**config.mk**
```make
export PLATFORM = sky130hd
export DESIGN_NAME = escaped_command_frame_handler_unit
export DESIGN_NICKNAME = d
export VERILOG_FILES = /design/src/hw/rtl/ecfh_pkg.sv /design/src/hw/rtl/ecfh_ram.sv /design/src/hw/rtl/ecfh_store.sv /design/src/hw/rtl/ecfh_out.sv /design/src/hw/rtl/escaped_command_frame_handler_unit.sv
export SDC_FILE = /design/constraint.sdc
export NUM_CORES = 1
export LEC_CHECK = 0
export BUFFER_PORTS_ARGS = -buffer_cell sky130_fd_sc_hd__buf_2
export CORE_MARGIN = 2
export CORE_UTILIZATION = 40
export DETAILED_ROUTE_END_ITERATION = 6
export PLACE_DENSITY = 0.63
export SYNTH_ARGS = -nofsm -noshare
export SYNTH_HDL_FRONTEND = slang
export SYNTH_HIERARCHICAL = 1
export SYNTH_SLANG_ARGS = --single-unit
export TNS_END_PERCENT = 5
```
**constraint.sdc**
```tcl
create_clock -name clk -period 3.68 [get_ports clk]
set_input_delay 0.368 -clock clk [delete_from_list [all_inputs] [get_ports clk]]
set_output_delay 0.368 -clock clk [all_outputs]
set_load 0.05 [all_outputs]
```
**src/hw/rtl/ecfh_pkg.sv**
```systemverilog
// ---------------------------------------------------------------------------
// ecfh_pkg
// shared types, codes and constants of the escaped command frame handler
// ---------------------------------------------------------------------------
`default_nettype none

package ecfh_pkg;

  localparam int FRAME_BYTES_DEF = 32;
  localparam int ARG_BYTES_DEF   = 32;

  // framing characters
  localparam logic [7:0] ESC_CHAR = 8'h5C;
  localparam logic [7:0] END_CHAR = 8'h00;

  // stub adc reading returned by the read function
  localparam logic [15:0] ADC_STUB = 16'd123;

  // command codes in frame byte 0
  localparam logic [7:0] CMD_ARGS = 8'd1;
  localparam logic [7:0] CMD_EXEC = 8'd2;

  // function indices in frame byte 1
  localparam logic [7:0] NUM_FUNCS = 8'd6;
  localparam logic [2:0] FN_VER0   = 3'd0;
  localparam logic [2:0] FN_LED    = 3'd2;
  localparam logic [2:0] FN_DAC1   = 3'd3;
  localparam logic [2:0] FN_DAC2   = 3'd4;
  localparam logic [2:0] FN_ADC    = 3'd5;

  // result kinds
  localparam logic [1:0] KIND_TX   = 2'd0;
  localparam logic [1:0] KIND_LED  = 2'd1;
  localparam logic [1:0] KIND_DAC1 = 2'd2;
  localparam logic [1:0] KIND_DAC2 = 2'd3;

  // index of the final beat of the adc reply
  localparam logic [1:0] ADC_LAST_STEP = 2'd3;

  typedef enum logic [2:0] {
    S_IDLE,
    S_F0,
    S_CMD,
    S_COPY,
    S_IDX,
    S_ARG,
    S_EMIT
  } st_t;

  typedef struct packed {
    logic [1:0]  kind;
    logic [7:0]  tx_byte;
    logic [7:0]  led_value;
    logic [15:0] dac_low;
    logic [15:0] dac_high;
    logic        last;
  } res_t;

  // adc reply as escaped bytes: low byte needs no escape, the zero high
  // byte is preceded by an escape, then the end mark
  function automatic logic [7:0] adc_reply_byte(input logic [1:0] step);
    logic [7:0] b;
    b = END_CHAR;
    case (step)
      2'd0:    b = ADC_STUB[7:0];
      2'd1:    b = ESC_CHAR;
      2'd2:    b = ADC_STUB[15:8];
      default: b = END_CHAR;
    endcase
    return b;
  endfunction

endpackage

`default_nettype wire

```
**src/hw/rtl/ecfh_ram.sv**
```systemverilog
// ---------------------------------------------------------------------------
// ecfh_ram
// generic single write, single read ram with registered read data
// ---------------------------------------------------------------------------
`default_nettype none

module ecfh_ram #(
  parameter int WIDTH = 8,
  parameter int DEPTH = 32
) (
  input  wire logic                     clk,
  input  wire logic                     wr_en,
  input  wire logic [$clog2(DEPTH)-1:0] wr_addr,
  input  wire logic [WIDTH-1:0]         wr_data,
  input  wire logic [$clog2(DEPTH)-1:0] rd_addr,
  output logic      [WIDTH-1:0]         rd_data
);

  logic [WIDTH-1:0] mem [DEPTH];

  always_ff @(posedge clk) begin
    if (wr_en) begin
      mem[wr_addr] <= wr_data;
    end
    rd_data <= mem[rd_addr];
  end

endmodule

`default_nettype wire

```
**src/hw/rtl/ecfh_store.sv**
```systemverilog
// ---------------------------------------------------------------------------
// ecfh_store
// byte store on a ram with per-entry valid bits; unwritten entries read zero
// ---------------------------------------------------------------------------
`default_nettype none

module ecfh_store #(
  parameter int DEPTH = 32
) (
  input  wire logic                     clk,
  input  wire logic                     rst,
  input  wire logic                     wr_en,
  input  wire logic [$clog2(DEPTH)-1:0] wr_addr,
  input  wire logic [7:0]               wr_data,
  input  wire logic [$clog2(DEPTH)-1:0] rd_addr,
  output logic      [7:0]               rd_data
);

  logic [DEPTH-1:0] valid;
  logic             rd_valid;
  logic [7:0]       ram_q;

  ecfh_ram #(
    .WIDTH (8),
    .DEPTH (DEPTH)
  ) u_ram (
    .clk     (clk),
    .wr_en   (wr_en),
    .wr_addr (wr_addr),
    .wr_data (wr_data),
    .rd_addr (rd_addr),
    .rd_data (ram_q)
  );

  always_ff @(posedge clk) begin
    if (rst) begin
      valid    <= '0;
      rd_valid <= 1'b0;
    end else begin
      if (wr_en) begin
        valid[wr_addr] <= 1'b1;
      end
      rd_valid <= valid[rd_addr];
    end
  end

  assign rd_data = rd_valid ? ram_q : 8'h00;

endmodule

`default_nettype wire

```
**src/hw/rtl/ecfh_out.sv**
```systemverilog
// ---------------------------------------------------------------------------
// ecfh_out
// result output register with valid/ready handshake
// ---------------------------------------------------------------------------
`default_nettype none

module ecfh_out
  import ecfh_pkg::*;
(
  input  wire logic        clk,
  input  wire logic        rst,
  input  wire logic        load,
  input  wire res_t        res,
  output logic             free,
  output logic             out_valid,
  input  wire logic        out_ready,
  output logic [1:0]       kind,
  output logic [7:0]       tx_byte,
  output logic [7:0]       led_value,
  output logic [15:0]      dac_low,
  output logic [15:0]      dac_high,
  output logic             last
);

  res_t res_q;

  assign free = !out_valid || out_ready;

  always_ff @(posedge clk) begin
    if (rst) begin
      out_valid <= 1'b0;
    end else if (load) begin
      out_valid <= 1'b1;
    end else if (out_ready) begin
      out_valid <= 1'b0;
    end
  end

  always_ff @(posedge clk) begin
    if (load) begin
      res_q <= res;
    end
  end

  assign kind      = res_q.kind;
  assign tx_byte   = res_q.tx_byte;
  assign led_value = res_q.led_value;
  assign dac_low   = res_q.dac_low;
  assign dac_high  = res_q.dac_high;
  assign last      = res_q.last;

endmodule

`default_nettype wire

```
**src/hw/rtl/escaped_command_frame_handler_unit.sv**
```systemverilog
// ---------------------------------------------------------------------------
// escaped_command_frame_handler_unit
// serial byte-stuffed command frame decoder with frame and argument stores
// ---------------------------------------------------------------------------
// data, escape and empty-frame bytes are taken in idle; an argument load copies its bytes
//   with one ram read and write per cycle
// execute reads four argument bytes and emits one beat for led and dac, emits the
//   adc reply as four beats, and emits nothing for indices 0 and 1 or an unknown command;
//   output stalls hold the sequencer, and results show in the cycle after their load
// synchronous reset clears control state and store valid bits; no clearing pass
`default_nettype none

module escaped_command_frame_handler_unit
  import ecfh_pkg::*;
#(
  parameter int FRAME_BYTES = FRAME_BYTES_DEF,
  parameter int ARG_BYTES   = ARG_BYTES_DEF
) (
  input  wire logic        clk,
  input  wire logic        rst,
  input  wire logic        rx_valid,
  output logic             rx_ready,
  input  wire logic [7:0]  rx_byte,
  output logic             out_valid,
  input  wire logic        out_ready,
  output logic [1:0]       kind,
  output logic [7:0]       tx_byte,
  output logic [7:0]       led_value,
  output logic [15:0]      dac_low,
  output logic [15:0]      dac_high,
  output logic             last
);

  localparam int FA = $clog2(FRAME_BYTES);
  localparam int AA = $clog2(ARG_BYTES);
  localparam int CW = $clog2(FRAME_BYTES + 1);

  st_t state, state_next;

  // control registers
  logic          esc_pend;
  logic [CW-1:0] len;        // stored bytes of the frame in progress
  logic [CW-1:0] sz;         // length of the frame being executed
  logic [CW-1:0] cnt;        // argument copy position
  logic [1:0]    acnt;       // argument read position
  logic [1:0]    ecnt;       // result beat position
  logic [2:0]    fn;         // latched function index
  logic [3:0][7:0] arg_b;    // argument bytes 0..3

  // store ports
  logic          fr_wr_en;
  logic [FA-1:0] fr_wr_addr;
  logic [FA-1:0] fr_rd_addr;
  logic [7:0]    fr_q;
  logic          ar_wr_en;
  logic [AA-1:0] ar_wr_addr;
  logic [AA-1:0] ar_rd_addr;
  logic [7:0]    ar_q;

  // result path
  res_t          res;
  logic          res_load;
  logic          out_free;

  logic          acc;
  logic          store_c;
  logic          end_c;
  logic          copy_go;
  logic [2:0]    fn_c;
  logic [1:0]    n_last;

  // ---- input beat decode -----------------------------------------------
  assign acc     = rx_valid && rx_ready;
  // escaped byte or plain data byte goes to the frame store
  assign store_c = acc && (esc_pend || (rx_byte != END_CHAR && rx_byte != ESC_CHAR));
  assign end_c   = acc && !esc_pend && (rx_byte == END_CHAR);

  // copy runs while payload is left and the argument store has room
  assign copy_go = (CW'(cnt + CW'(1)) < sz) && (32'(cnt) < ARG_BYTES);

  // out-of-range function index falls back to the version index, which emits no result
  assign fn_c   = (fr_q < NUM_FUNCS) ? fr_q[2:0] : FN_VER0;
  assign n_last = (fn == FN_ADC) ? ADC_LAST_STEP : 2'd0;

  // ---- next state ------------------------------------------------------
  always_comb begin
    state_next = state;
    unique case (state)
      S_IDLE: begin
        if (end_c && len != '0) begin
          state_next = S_F0;
        end
      end
      S_F0: begin
        state_next = S_CMD;
      end
      S_CMD: begin
        if (fr_q == CMD_ARGS) begin
          state_next = S_COPY;
        end else if (fr_q == CMD_EXEC) begin
          state_next = S_IDX;
        end else begin
          state_next = S_IDLE;
        end
      end
      S_COPY: begin
        if (!copy_go) begin
          state_next = S_IDLE;
        end
      end
      S_IDX: begin
        if (fn_c == FN_LED || fn_c == FN_DAC1 || fn_c == FN_DAC2) begin
          state_next = S_ARG;
        end else if (fn_c == FN_ADC) begin
          state_next = S_EMIT;
        end else begin
          state_next = S_IDLE;
        end
      end
      S_ARG: begin
        if (acnt == 2'd3) begin
          state_next = S_EMIT;
        end
      end
      S_EMIT: begin
        if (out_free && ecnt == n_last) begin
          state_next = S_IDLE;
        end
      end
      default: begin
        state_next = S_IDLE;
      end
    endcase
  end

  // ---- state outputs ---------------------------------------------------
  always_comb begin
    rx_ready   = 1'b0;
    fr_wr_en   = 1'b0;
    fr_wr_addr = FA'(len);
    fr_rd_addr = '0;
    ar_wr_en   = 1'b0;
    ar_wr_addr = AA'(cnt);
    ar_rd_addr = '0;
    res_load   = 1'b0;
    unique case (state)
      S_IDLE: begin
        rx_ready = 1'b1;
        // full store drops the byte
        fr_wr_en = store_c && (32'(len) < FRAME_BYTES);
      end
      S_F0: begin
        fr_rd_addr = '0;
      end
      S_CMD: begin
        // byte 1 is either the first payload byte or the function index
        fr_rd_addr = FA'(1);
      end
      S_COPY: begin
        // frame byte cnt+1 is on the read port, fetch the one after it
        ar_wr_en   = copy_go;
        fr_rd_addr = FA'(CW'(cnt + CW'(2)));
      end
      S_IDX: begin
        ar_rd_addr = '0;
      end
      S_ARG: begin
        ar_rd_addr = AA'(acnt) + AA'(1);
      end
      S_EMIT: begin
        res_load = out_free;
      end
      default: begin
        rx_ready = 1'b0;
      end
    endcase
  end

  // ---- result formatting -----------------------------------------------
  always_comb begin
    res           = '0;
    res.last      = (ecnt == n_last);
    case (fn)
      FN_LED: begin
        res.kind      = KIND_LED;
        res.led_value = arg_b[0];
      end
      FN_DAC1: begin
        res.kind     = KIND_DAC1;
        res.dac_low  = {arg_b[1], arg_b[0]};
        res.dac_high = {arg_b[3], arg_b[2]};
      end
      FN_DAC2: begin
        res.kind     = KIND_DAC2;
        res.dac_low  = {arg_b[1], arg_b[0]};
        res.dac_high = {arg_b[3], arg_b[2]};
      end
      default: begin
        res.kind    = KIND_TX;
        res.tx_byte = adc_reply_byte(ecnt);
      end
    endcase
  end

  // ---- registers -------------------------------------------------------
  always_ff @(posedge clk) begin
    if (rst) begin
      state    <= S_IDLE;
      esc_pend <= 1'b0;
      len      <= '0;
      sz       <= '0;
      cnt      <= '0;
      acnt     <= '0;
      ecnt     <= '0;
      fn       <= FN_VER0;
    end else begin
      state <= state_next;
      if (acc) begin
        esc_pend <= !esc_pend && (rx_byte == ESC_CHAR);
      end
      if (fr_wr_en) begin
        len <= CW'(len + CW'(1));
      end else if (end_c) begin
        len <= '0;
      end
      if (end_c) begin
        sz <= len;
      end
      if (state == S_CMD) begin
        cnt <= '0;
      end else if (state == S_COPY && copy_go) begin
        cnt <= CW'(cnt + CW'(1));
      end
      if (state == S_IDX) begin
        fn   <= fn_c;
        acnt <= '0;
        ecnt <= '0;
      end
      if (state == S_ARG) begin
        acnt <= acnt + 2'd1;
      end
      if (res_load) begin
        ecnt <= ecnt + 2'd1;
      end
    end
  end

  // argument bytes 0..3 fetched for led and dac writes
  always_ff @(posedge clk) begin
    if (state == S_ARG) begin
      arg_b[acnt] <= ar_q;
    end
  end

  // ---- stores and output stage -----------------------------------------
  ecfh_store #(
    .DEPTH (FRAME_BYTES)
  ) u_frame (
    .clk     (clk),
    .rst     (rst),
    .wr_en   (fr_wr_en),
    .wr_addr (fr_wr_addr),
    .wr_data (rx_byte),
    .rd_addr (fr_rd_addr),
    .rd_data (fr_q)
  );

  ecfh_store #(
    .DEPTH (ARG_BYTES)
  ) u_args (
    .clk     (clk),
    .rst     (rst),
    .wr_en   (ar_wr_en),
    .wr_addr (ar_wr_addr),
    .wr_data (fr_q),
    .rd_addr (ar_rd_addr),
    .rd_data (ar_q)
  );

  ecfh_out u_out (
    .clk       (clk),
    .rst       (rst),
    .load      (res_load),
    .res       (res),
    .free      (out_free),
    .out_valid (out_valid),
    .out_ready (out_ready),
    .kind      (kind),
    .tx_byte   (tx_byte),
    .led_value (led_value),
    .dac_low   (dac_low),
    .dac_high  (dac_high),
    .last      (last)
  );

  // ---- assertions ------------------------------------------------------
  // frame length never runs past the store
  a_len_bound: assert property (@(posedge clk) disable iff (rst)
    32'(len) <= FRAME_BYTES)
    else $error("frame length beyond store depth");

  // frame store is written only while taking input, never during a read pass
  a_frame_wr_idle: assert property (@(posedge clk) disable iff (rst)
    fr_wr_en |-> state == S_IDLE)
    else $error("frame store write outside idle");

  // argument writes and argument reads never overlap
  a_arg_wr_copy: assert property (@(posedge clk) disable iff (rst)
    ar_wr_en |-> state == S_COPY)
    else $error("argument store write outside copy");

  // a result is loaded only into a free output register
  a_load_free: assert property (@(posedge clk) disable iff (rst)
    res_load |-> out_free)
    else $error("result loaded over a pending beat");

  // the final result beat returns the sequencer to idle
  a_last_idle: assert property (@(posedge clk) disable iff (rst)
    (res_load && res.last) |=> state == S_IDLE)
    else $error("sequencer busy after final result");

endmodule

`default_nettype wire
```
After elaboration in Yosys (flattened, before gate mapping). Memories as Yosys holds them, arrays and structs flattened. A register that Yosys moved wholly into a read port is not among the register bits. Index checks and enable logic that the tools add are counted.

Add/sub/neg operators: 6. Eq/ne operators: 25. Bitwise logic cells: 2. Muxes and demuxes: 43. Reduce and logical (&&, ||, !) cells: 33. $lt $le $gt $ge: 12.

Operators with widths (count): $or 32x32->32 (2); $bwmux 32 (1); $mux 3 (10); $mux 8 (3); $eq 3x3->1 const B (7); $pmux 3 s7 (1); $eq 3x2->1 const B (6); $lt 5x6->1 const B (3); $demux 8 s2 (1); $logic_and 1x1->1 (14); $mux 1 (14); $pmux 7 s2 (1); $add 6x1->6 const B (2); $lt 6x6->1 const B (2); $mux 6 (2); $bmux 1 s5 (2); $demux 1 s5 (2); $ge 5x1->1 const B (2); $pmux 5 s2 (1); $eq 8x1->1 const B (1); $eq 8x2->1 const B (1); $eq 8x7->1 const B (1); $logic_not 8->1 (1); $lt 8x3->1 const B (1); other kinds (25) (40).

Word-level logic and storage cells: 146. Memories kept: 2. Bits of input ports: 12. Register bits after elaboration: 179. Output and inout bits: 53. Bits in writable memories: 512.

Memories: u_args.u_ram.mem (depth 32, bits a word 8, read ports 1, clocked after memory_dff 1, wr ports 1, line ecfh_ram.sv:19) `logic [WIDTH-1:0] mem [DEPTH];`; u_frame.u_ram.mem (depth 32, bits a word 8, read ports 1, clocked after memory_dff 1, wr ports 1, line ecfh_ram.sv:19).

Depth between registers and ports, before layout. Gate-level depths: netlist (run 1).

Depth in word-level cells: 8. Mapped depth: 11. Depth with buffers taken out: 11.

Cells and area by module. The synthesis (run 1) kept the hierarchy.

Modules (own cells, without submodules): ecfh_ram (times used 2, cells each 417, area an instance 10053.4 um2, sequential area each 7847.5 um2); escaped_command_frame_handler_unit (times used 1, cells each 309, area an instance 3150.5 um2, sequential area each 1541.5 um2); ecfh_store (times used 2, cells each 149, area an instance 1417.6 um2, sequential area each 660.6 um2); ecfh_out (times used 1, cells each 55, area an instance 1577.8 um2, sequential area each 1551.5 um2).

Worst setup path before layout (run 1). No wires, ideal clock.

Path kind: register to register. Start: register cnt[2]. End: memory u_args.u_ram.mem[28][0], enable pin. Path slack: -42 ps. Path buffers: 1. Setup time: 370 ps. Stages on the path, launching flop included: 11. Arrival: 3352 ps. Period minus slack after synthesis: 3722 ps. Required time: 3310 ps. Cell sequence: dfxtp_1 ha_1 nand4_1 xnor2_1 ha_1 a211oi_1 o211ai_1 nor2_1 or3b_2 clkbuf_1 nor2_1.

Longest elaborated chain between the ends: 6. Elaborated cells on any way between the ends: 7. Those cells by class: add/sub: 1; order compare: 2; mux: 3; reduce/logical: 1.

Ends and longest elaborated chain: from (decl) (line escaped_command_frame_handler_unit.sv:44) `logic [CW-1:0] cnt;`; from (signal assigned) (line escaped_command_frame_handler_unit.sv:232) `cnt <= CW'(cnt + CW'(1));`; $add 6x1->6 (line escaped_command_frame_handler_unit.sv:79) `assign copy_go = (CW'(cnt + CW'(1)) < sz) && (32'(cnt) < ARG_BYTES);`; $lt 6x6->1 (line escaped_command_frame_handler_unit.sv:79); $logic_and 1x1->1 * (line escaped_command_frame_handler_unit.sv:79); $mux 1 * (line escaped_command_frame_handler_unit.sv:146) `unique case (state)`; named net ar_wr_en (line escaped_command_frame_handler_unit.sv:55) `logic ar_wr_en;`; $mux 1 * (line ecfh_ram.sv:22) `if (wr_en) begin`; $mux 1 (implied by the code) * (line ecfh_ram.sv:23) `mem[wr_addr] <= wr_data;`; to (decl) (line ecfh_ram.sv:19).

The timed path passes the listed nets; every way through them passes the cells marked *.

Worst setup path in the final report (run 1).
Start: register cnt[1]. End: memory u_args.u_ram.mem[0][5], enable pin.

Same word-level chain as after synthesis.

==> results of run 1 <==
-- stage by stage --
stage / hold WS (ps) / util, % / cell area, um^2 / instances
after floorplan: 428.4 / - / 27710 / 1505
after global placement: 439.6 / 43.33 / 29720 / 2538
after detailed placement: 451.0 / 43.33 / 29720 / 2538
after CTS: 14.49 / 46.68 / 32010 / 2669
after global routing: 32.59 / 46.68 / 32010 / 2669
final: 46.98 / 46.68 / 32010 / 2669
-- flip-flops by register name, indices dropped and copies added (netlist names), 2 cells and up --
register               cells
u_out/tx_byte              8
u_out/led_value            8
u_out/dac_high            16
acnt                       2
u_out/dac_low             16
u_args/u_ram/mem         256
u_frame/u_ram/mem        256
fn                         3
ecnt                       2
u_frame/u_ram/rd_data      8
u_args/u_ram/rd_data       8
sz                         6
state                      3
len                        6
u_args/valid              32
u_out/kind                 2
u_frame/valid             32
arg_b                     32
cnt                        6
-- worst max path at each step --
stage	to	slack (ps)	depth (start not counted)
finish	u_args/u_ram/mem[0][5]	340	11
global placement	u_frame/u_ram/mem[4][2]	430	6
global route	u_args/u_ram/mem[20][3]	100	11
CTS	u_args/u_ram/mem[0][6]	320	11
detailed placement	u_args/u_ram/mem[0][6]	350	11
floorplan	u_args/u_ram/mem[28][0]	70	10
-- synth_stat cells, drive strengths merged, types with 4 or more instances --
cell type	count	share of area [%]
a21o	4	0.11
dfxtp	112	8.1
nand2b	5	0.14
o21ai	5	0.090
nor2b	4	0.090
a22oi	4	0.13
nor3	7	0.13
mux2i	16	0.58
nand2	18	0.24
nand3	16	0.29
nand3b	13	0.35
a211oi	4	0.13
and2	64	1.4
ha	16	0.72
a21oi	80	1.5
xnor2	8	0.25
nor4	6	0.19
inv	21	0.28
edfxtp	595	65
mux2	18	0.73
mux4	174	14
clkbuf	34	0.46
nor2	166	2.3
a31oi	4	0.090
and3b	7	0.22
buf	36	0.89
nor3b	11	0.33
or3b	6	0.19
and3	6	0.14
-- cells in the final DEF, fill, tap and decap left out, drive strengths merged, types with 3 or more instances in the layout --
master	instances
a211oi	4
a21o	4
a21oi	80
a22oi	4
a31oi	4
and2	64
and3	6
and3b	7
buf	172
bufinv	5
clkbuf	90
clkinv	28
clkinvlp	3
conb	10
dfxtp	112
edfxtp	595
ha	16
inv	24
mux2	18
mux2i	16
mux4	174
nand2	18
nand2b	5
nand3	16
nand3b	13
nand4	3
nor2	166
nor2b	4
nor3	7
nor3b	11
nor4	6
o211ai	3
o21ai	5
or2	3
or3	3
or3b	6
xnor2	8
-- area by class of cell --
cell class,count,area share [%]
Clock buffer,90,5.933
Clock inverter,39,1.176
Inverter,21,0.2462
Multi-Input combinational cell,707,22.40
Sequential cell,707,62.81
Tap cell,931,3.639
Timing Repair Buffer,174,3.791
-- layer usage --
layer / global-route usage (%) / wire [um] / part of all wire (%)
met2: 26.58 / 27950 / 49
met5: 0 / 0 / 0
met3: 3.155 / 2882 / 5.1
met1: 22.02 / 24400 / 43
met4: 4.403 / 1293 / 2.3
-- report_power, final --
group	switching, uW	total, uW	internal (uW)
clock network	2980	7020	4040
registers	16.3	8690	8670
logic	175	244	69.3
-- kinds of logic after synthesis --
kind of cell / synth area share (%)
muxes: 15.61
AOI/OAI and AO/OA: 2.586
buffers and inverters: 1.632
xor gates and xnor gates: 0.3165
and+or+nand+nor: 6.443
DFF: 72.67
other: 0.01355
adders and majority gates: 0.7235
-- worst min-delay path, stage by stage --
cell,delay (ps)
sky130_fd_sc_hd__buf_2,80
sky130_fd_sc_hd__nand2b_4,120
sky130_fd_sc_hd__a21oi_2,50
==> qor.log, run 1 <==
[run_status] run status completed
[global_routing] GR Util All Layers 16.16%
[global_routing] initial antenna violation count 0
[global_routing] grt ovf 0
[placed_design] Place WS 346.1 ps
[global_routing] wire length of the first global-routing pass 86,860 um
[cells_and_area] combined area of the multi-input logic cells 7172 um^2
[setup_path] worst-path fanout max 8
[power] total chip power 15,950 uW
[synth] leading register cell type out of synthesis sky130_fd_sc_hd__edfxtp_1
[detailed_routing] post-DR vias/cell 5.191
[setup_path] crit-path cells buf_4 > ha_1 > nand3_1 > xnor2_1 > ha_1 > a211oi_1 > o211ai_1 > nor2_2 > or3b_2 > nor2_1 > buf_4
[sta] Worst Tran Pin Value 1098 ps
[detailed_routing] DRC viols 0
[setup_path] R2R cell count 11
[synth] number of storage elements in the synthesis netlist 707
[hold_path] Min-Delay Path Depth 3
[global_routing] number of global-route vias before repair 14,180
[floorplan] width of the chip 267.0 um
[floorplan] number of rows in the core area 96
[cells_and_area] proportion of layout cells with a drive suffix above 1 27.68%
[synth] syn avg cell area 18.50 um^2
[power] Leak Pwr 0.01049 uW
[setup_path] critical-path cell with the highest stage delay sky130_fd_sc_hd__or3b_2
[setup_path] critical path data required time 3990 ps
[floorplan] number of placed I/O pins 65
[sta] worst-case clock skew 17.29 ps
[setup_path] data arrival time at the worst-slack endpoint 3640 ps
[sta] number of pins exceeding their max-slew limit in the final report 0
[cells_and_area] number of nets in the final layout 1,710
[setup_path] reg-to-reg critical path startpoint cnt[1]
[setup_path] Worst setup startpoint cnt[1]
[hold_path] hold_sp out_ready
[setup_path] kind of launch point of the worst setup path flip-flop
[clock_network] clock latency of the later-clocked register in the worst-skew pair 610 ps
[global_routing] maximum number of pins on one net before global-route repair 55
[detailed_routing] final antenna-violating net count 0
[synth] number of distinct library cells after synthesis 63
[setup_path] Worst setup EP type flip-flop
[setup_path] kind of cell with the highest combined delay on the critical path simple AND/OR/NAND/NOR gates
[clock_network] post-CTS setup buffers 0
[cells_and_area] filler cell count 5,767
[clock_network] Clock Tree Buf Depth 3
[detailed_routing] overall routed net length 56,530 um
[detailed_routing] DR pass1 iterations 5
[synth] count of yosys warnings during synthesis 6
[clock_network] clock tree from TritonCTS built
[sta] post-route worst setup slack 341.9 ps
[cells_and_area] number of antenna cells inserted 0
[clock_network] Clock Sink Count 707
[placed_design] DP Wirelength 36,080 um
[detailed_routing] wire length per cell after detailed routing 21.18 um
[power] worst vdd rail ir drop 0.3559 mV
[floorplan] Std-Cell Core Area 68,590 um^2
[clock_network] CTS clk-pin slew, worst paths 60 ps
[sta] max_slew headroom 26.80%
[setup_path] worst setup path class flip-flop to flip-flop
[sta] crit share post-route 90.71%
[setup_path] Crit path buffers/inverters 2
[synth] Syn Inst Count 1,496
[sta] RSZ-0062 raised after global routing false
[hold_path] Hold Path End u_out/out_valid
[placed_design] input/output buffers 64
[detailed_routing] detailed-route via count 13,850
[synth] EDFF count, synth 595
[clock_network] hold buffer count at cts 2
[setup_path] R2R Path End u_args/u_ram/mem[0][5]
[hold_path] Hold Crit Class input pin to flip-flop
[floorplan] overall die area 71,290 um^2
[cells_and_area] Area growth, synth to finish 15.70%
[power] power density cells 498.3 nW/um^2
[clock_network] clock buffer count from CTS 71
[sta] highest clock frequency the design can meet 0.2996 GHz
[job] Max Cap Viol 0
[clock_network] CTS H-tree depth 3
[cells_and_area] sequential standard cell area 20,110 um^2
[synth] sequential element share of the synthesized area 72.67%
[synth] fraction of registers with async set or reset after synthesis 0%
[sta] endpoints failing setup 0
[sta] sum of negative setup slack 0 ps
[sta] final-report hold violation count 0
[clock_network] clock root buffer sky130_fd_sc_hd__clkbuf_16
[detailed_routing] initial DRC count 977
[clock_network] number of gates resized after CTS 0
[synth] post-synth design cell area 27,670 um^2
[placed_design] gp weighted congestion 0.8032
[floorplan] vertical die dimension 267.0 um
[setup_path] largest stage delay on the critical path 640 ps
[sta] shortest period the worst path allows 3338 ps
[floorplan] Initial Utilization 40.34%
[setup_path] flop2flop setup slack 340 ps
Power figures use the tool's default switching activity.
==> run 2: changes to the inputs <==
Settings changed: CORE_UTILIZATION 40 to 55, PLACE_DENSITY 0.63 to 0.8.
==> run 2 against run 1 <==
Compared with the run above: worst setup slack lost 150 ps; clock power is 2% lower; first-iteration DRC count is 60% higher; total power shrank 0.82%; fmax down 4.3%; global-route usage rose by 6.2 points; critical path depth down 1; critical path type unchanged; register-to-register slack got worse by 150 ps; critical endpoint is now u_args/u_ram/mem[28][4]; sequential power about the same; final area decreased by 1.7%.
==> qor.log, run 2 (same netlist as run 1, synthesis figures left out) <==
[cells_and_area] Area growth, synth to finish 13.73%
[detailed_routing] detailed-route via count 14,360
[hold_path] Hold Crit Class input pin to flip-flop
[power] share of power burned in the clock network 43.6%
[detailed_routing] M1 wire length 22,190 um
[sta] highest clock frequency the design can meet 0.2866 GHz
[power] Leak Pwr 0.01036 uW
[setup_path] critical path data required time 3990 ps
[detailed_routing] wire length per cell after detailed routing 23.93 um
[setup_path] critical-path cell with the highest stage delay sky130_fd_sc_hd__or3b_2
[hold_path] Min-Delay Path Depth 1
[clock_network] clock tree from TritonCTS built
[floorplan] number of rows in the core area 82
[setup_path] R2R cell count 10
[sta] sum of negative setup slack 0 ps
[detailed_routing] met3 wirelength from detailed routing 4301 um
[job] Max Cap Viol 0
[power] internal cell power 12,730 uW
[clock_network] CTS H-tree depth 3
[cells_and_area] proportion of layout cells with a drive suffix above 1 26.97%
[power] power density cells 502.8 nW/um^2
[clock_network] Clock Tree Buf Depth 3
[cells_and_area] registers with the most flip-flops u_args/u_ram/mem (256), u_frame/u_ram/mem (256)
[placed_design] input/output buffers 64
[sta] worst-case clock skew 19.91 ps
[cells_and_area] most frequent cells in the layout sky130_fd_sc_hd__edfxtp_1, sky130_fd_sc_hd__mux4_2, sky130_fd_sc_hd__nor2_1
[power] total chip power 15,820 uW
[global_routing] number of global-route vias before repair 14,580
[clock_network] number of gates resized after CTS 0
[run_status] run status completed
[floorplan] vertical die dimension 228.3 um
[sta] final-report hold violation count 0
[clock_network] clock latency of the later-clocked register in the worst-skew pair 610 ps
[clock_network] Clock Sink Count 707
[detailed_routing] overall routed net length 57,190 um
[detailed_routing] DR pass1 iterations 5
[floorplan] Initial Utilization 55.49%
[setup_path] worst setup path class flip-flop to flip-flop
[setup_path] Worst setup EP type flip-flop
[detailed_routing] initial DRC count 1,560
[detailed_routing] met2 WL post-DR 29,260 um
[floorplan] width of the chip 228.3 um
[setup_path] Top cell by count, worst path sky130_fd_sc_hd__ha_1
[floorplan] Std-Cell Core Area 49,860 um^2
[detailed_routing] DRC viols 0
[clock_network] CTS clk-pin slew, worst paths 60 ps
[sta] RSZ-0062 raised after global routing false
[detailed_routing] post-DR vias/cell 6.009
[sta] post-route worst setup slack 191.1 ps
[sta] number of pins exceeding their max-slew limit in the final report 0
[power] worst vdd rail ir drop 0.4159 mV
[global_routing] initial antenna violation count 1
[setup_path] kind of launch point of the worst setup path flip-flop
[sta] max_slew headroom 29.82%
[setup_path] crit-path cells ha_1 > nand4_1 > xnor2_1 > ha_1 > a211oi_1 > o211ai_1 > nor2_2 > or3b_2 > nor2_1 > buf_4
[sta] crit share post-route 94.81%
[placed_design] number of placed cells counting well taps 2,262
[sta] endpoints failing setup 0
[power] Seq pwr share 54.9%
[power] switching part of the total 19.55%
[setup_path] worst-path fanout max 8
[cells_and_area] number of nets in the final layout 1,689
[cells_and_area] count of non-filler cells in the finished layout 2,390
[placed_design] DP Wirelength 35,170 um
[setup_path] data arrival time at the worst-slack endpoint 3790 ps
[detailed_routing] final antenna-violating net count 0
[detailed_routing] Top Layer Used met4
[power] fraction of power consumed by combinational cells 1.5%
[floorplan] overall die area 52,120 um^2
[floorplan] number of placed I/O pins 65
[sta] Worst Tran Pin Value 1053 ps
[setup_path] largest stage delay on the critical path 620 ps
[placed_design] gp weighted congestion 0.8556
[sta] shortest period the worst path allows 3489 ps
[cells_and_area] combined area of the multi-input logic cells 7172 um^2
[cells_and_area] sequential standard cell area 20,110 um^2
[global_routing] GR Util All Layers 22.39%
[clock_network] clock root buffer sky130_fd_sc_hd__clkbuf_16
[global_routing] wire length of the first global-routing pass 88,440 um
[clock_network] hold buffer count at cts 0
[cells_and_area] most common cell after layout, fill and taps aside sky130_fd_sc_hd__edfxtp_1
[global_routing] grt ovf 0
[placed_design] Place WS 248.5 ps
[global_routing] maximum number of pins on one net before global-route repair 65
[clock_network] clock buffer count from CTS 69
[power] Switch Pwr 3094 uW
[clock_network] post-CTS setup buffers 0
[cells_and_area] filler cell count 3,320
run 2: final timing paths:
kind,from,endpoint,slack (ps)
max,cnt[1],u_args/u_ram/mem[28][4],190
min,rx_byte[4],u_frame/u_ram/mem[4][4],60
max reg2reg,cnt[1],u_args/u_ram/mem[28][4],190
min reg2reg,u_args/valid[16],u_args/valid[16],460
run 2: final cells by class:
type                    count  area share [%]
well taps                 672           2.672
multi-input cells         707           22.79
inverters                  21          0.2505
repair buffers            155           3.308
diodes                      1        0.007952
flip-flops and latches    707           63.90
clock buffers              88           5.980
clock inverters            39           1.089
run 2: critical path, delay by kind of cell, from the launching register on:
kind | cells | cell delay, ps
fa+ha+maj | 2 | 600
simple gates | 4 | 1210
compound gates | 2 | 470
buf+inv | 1 | 180
flops | 1 | 530
xor+xnor | 1 | 180
run 2: power by group through the flow:
| stage | clock network (uW) | registers [uW] | logic [uW] |
|---|---|---|---|
| after floorplan | 0 | 8850 | 113 |
| after global placement | 0 | 8850 | 232 |
| after detailed placement | 0 | 8860 | 241 |
| after CTS | 7000 | 8690 | 243 |
| after global routing | 7280 | 8680 | 263 |
| final | 6890 | 8690 | 244 |
run 2: layer usage:
metal	GRT usage, %	up-vias
li1	-	6245
met1	29.95	7323
met2	37.97	689
met3	4.254	105
met4	6.434	0
met5	0	-
run 2: stage by stage:
stage	area [um^2]	hold WS, ps	utilization (%)
after floorplan	27710	428.4	-
after global placement	29240	439.0	58.64
after detailed placement	29240	448.9	58.64
after CTS	31470	23.27	63.11
after global routing	31470	55.92	63.11
final	31470	55.89	63.11
==> run 3: changes to the inputs <==
Settings changed: BUFFER_PORTS_ARGS -buffer_cell sky130_fd_sc_hd__buf_2 to -buffer_cell sky130_fd_sc_hd__clkbuf_2, GPL_TIMING_DRIVEN from default to 0.
==> run 3 against run 2 <==
Compared with the run above: combinational power down 6%; via count about the same; wire length down 0.15%; total power down 1.3%; sequential power about the same; non-clock buffer count down 12.
==> qor.log, run 3 (same netlist as run 1, synthesis figures left out) <==
[clock_network] CTS clk-pin slew, worst paths 60 ps
[clock_network] clock latency of the later-clocked register in the worst-skew pair 610 ps
[power] Leak Pwr 0.01015 uW
[global_routing] number of global-route vias before repair 14,560
[sta] sum of negative setup slack 0 ps
[detailed_routing] final antenna-violating net count 0
[setup_path] data arrival time at the worst-slack endpoint 4070 ps
[placed_design] input/output buffers 64
[global_routing] GR Util All Layers 22.25%
[clock_network] clock buffer count from CTS 69
[power] power density cells 498.1 nW/um^2
[sta] shortest period the worst path allows 3599 ps
[floorplan] overall die area 52,120 um^2
[floorplan] number of placed I/O pins 65
[power] worst vdd rail ir drop 0.4756 mV
[cells_and_area] number of nets in the final layout 1,677
[detailed_routing] initial DRC count 1,450
[cells_and_area] most common cell after layout, fill and taps aside sky130_fd_sc_hd__edfxtp_1
[clock_network] clock root buffer sky130_fd_sc_hd__clkbuf_16
[setup_path] worst-path fanout max 10
[job] Max Cap Viol 0
[clock_network] clock tree from TritonCTS built
[sta] highest clock frequency the design can meet 0.2779 GHz
[detailed_routing] detailed-route via count 14,360
[sta] worst-case clock skew 23.54 ps
[clock_network] Clock Tree Buf Depth 3
[sta] crit share post-route 97.80%
[clock_network] Clock Sink Count 707
[cells_and_area] most frequent cells in the layout sky130_fd_sc_hd__edfxtp_1, sky130_fd_sc_hd__mux4_2, sky130_fd_sc_hd__nor2_1
[setup_path] critical path data required time 4150 ps
[floorplan] number of rows in the core area 82
[global_routing] grt ovf 0
[global_routing] initial antenna violation count 1
[hold_path] Hold Crit Class input pin to flip-flop
[detailed_routing] DRC viols 0
[clock_network] CTS H-tree depth 3
[floorplan] width of the chip 228.3 um
[floorplan] vertical die dimension 228.3 um
[cells_and_area] count of non-filler cells in the finished layout 2,375
[cells_and_area] number of antenna cells inserted 0
[run_status] run status completed
[detailed_routing] wire length per cell after detailed routing 24.04 um
[placed_design] DP Wirelength 34,730 um
[sta] Worst Tran Pin Value 1313 ps
[sta] endpoints failing setup 0
[sta] number of pins exceeding their max-slew limit in the final report 0
[global_routing] wire length of the first global-routing pass 87,490 um
[setup_path] worst setup path class flip-flop to flip-flop
[detailed_routing] overall routed net length 57,110 um
[setup_path] kind of launch point of the worst setup path flip-flop
[detailed_routing] DR pass1 iterations 5
[placed_design] number of placed cells counting well taps 2,242
[placed_design] gp weighted congestion 0.8494
[floorplan] Std-Cell Core Area 49,860 um^2
[floorplan] Initial Utilization 55.49%
[setup_path] Worst setup EP type flip-flop
[cells_and_area] proportion of layout cells with a drive suffix above 1 25.84%
[cells_and_area] Area growth, synth to finish 13.32%
[detailed_routing] post-DR vias/cell 6.046
[global_routing] maximum number of pins on one net before global-route repair 39
[cells_and_area] filler cell count 3,323
[sta] final-report hold violation count 0
[sta] max_slew headroom 12.44%
[cells_and_area] registers with the most flip-flops u_args/u_ram/mem (256), u_frame/u_ram/mem (256)
-- run 3: power breakdown --
group | switching [uW] | leakage [uW] | internal (uW)
clock | 2860 | 0.00105 | 3840
combinational | 170 | 0.00263 | 59.1
sequential | 16.5 | 0.00647 | 8670
-- run 3: final cells by class --
type | instances | area [um^2] | area share, %
tap | 672 | 840.8 | 2.681
sequential | 707 | 20120 | 64.17
timing repair buffer | 74 | 427.9 | 1.365
buffer | 69 | 374.1 | 1.193
clock buffer | 90 | 1889 | 6.025
inverter | 21 | 78.83 | 0.2514
clock inverter | 35 | 262.8 | 0.8380
multi-input combinational | 707 | 7362 | 23.48
-- run 3: worst max-delay path, stage by stage (launching register included) --
cell                       delay [ps]
sky130_fd_sc_hd__dfxtp_1          330
sky130_fd_sc_hd__clkbuf_1         200
sky130_fd_sc_hd__nand2b_1         240
sky130_fd_sc_hd__nor2_1           320
sky130_fd_sc_hd__and2_2           390
sky130_fd_sc_hd__clkbuf_2         350
sky130_fd_sc_hd__clkbuf_2         400
sky130_fd_sc_hd__mux4_2           400
sky130_fd_sc_hd__mux4_2           500
sky130_fd_sc_hd__mux2_2           320
-- run 3: worst paths after layout --
path | startpoint | end | slack [ps] | cells past startpoint
worst max-delay path | state[1] | u_args/u_ram/rd_data[0] | 80 | 9
worst min-delay path | rst | u_out/out_valid | 50 | 2
worst max register to register | state[1] | u_args/u_ram/rd_data[0] | 80 | 9
worst min register to register | u_args/valid[17] | u_args/valid[17] | 460 | 2
-- run 3: stage by stage --
step                hold slack, ps  instance area (um^2)  util [%]  setup slack (ps)  total power, uW
global placement             438.6                 28870     57.89            -874.6             9068
finish                       47.52                 31360     62.89             80.96            15620
floorplan                    428.4                 27710         -             74.05             8966
detailed placement           448.1                 28890     57.93             -1020             9083
CTS                          37.20                 31260     62.70            -29.99            15720
global route                 43.73                 31360     62.89            -4.045            16040
-- run 3: repair_timing --
action | CTS | global route
cloned | 0 | 0
endpoints found under the setup margin | 304 | 249
gates resized for setup | 61 | 10
pin swaps | 2 | 1
setup buffers | 5 | 3
hold buffers | 0 | 0
-- run 3: routing by layer --
layer	share of wire, %	up-vias	track usage, %
li1	-	6226	-
met1	38	7353	28.95
met2	52	668	38.43
met3	7.1	111	4.042
met4	2.6	2	7.047
met5	0.023	-	0
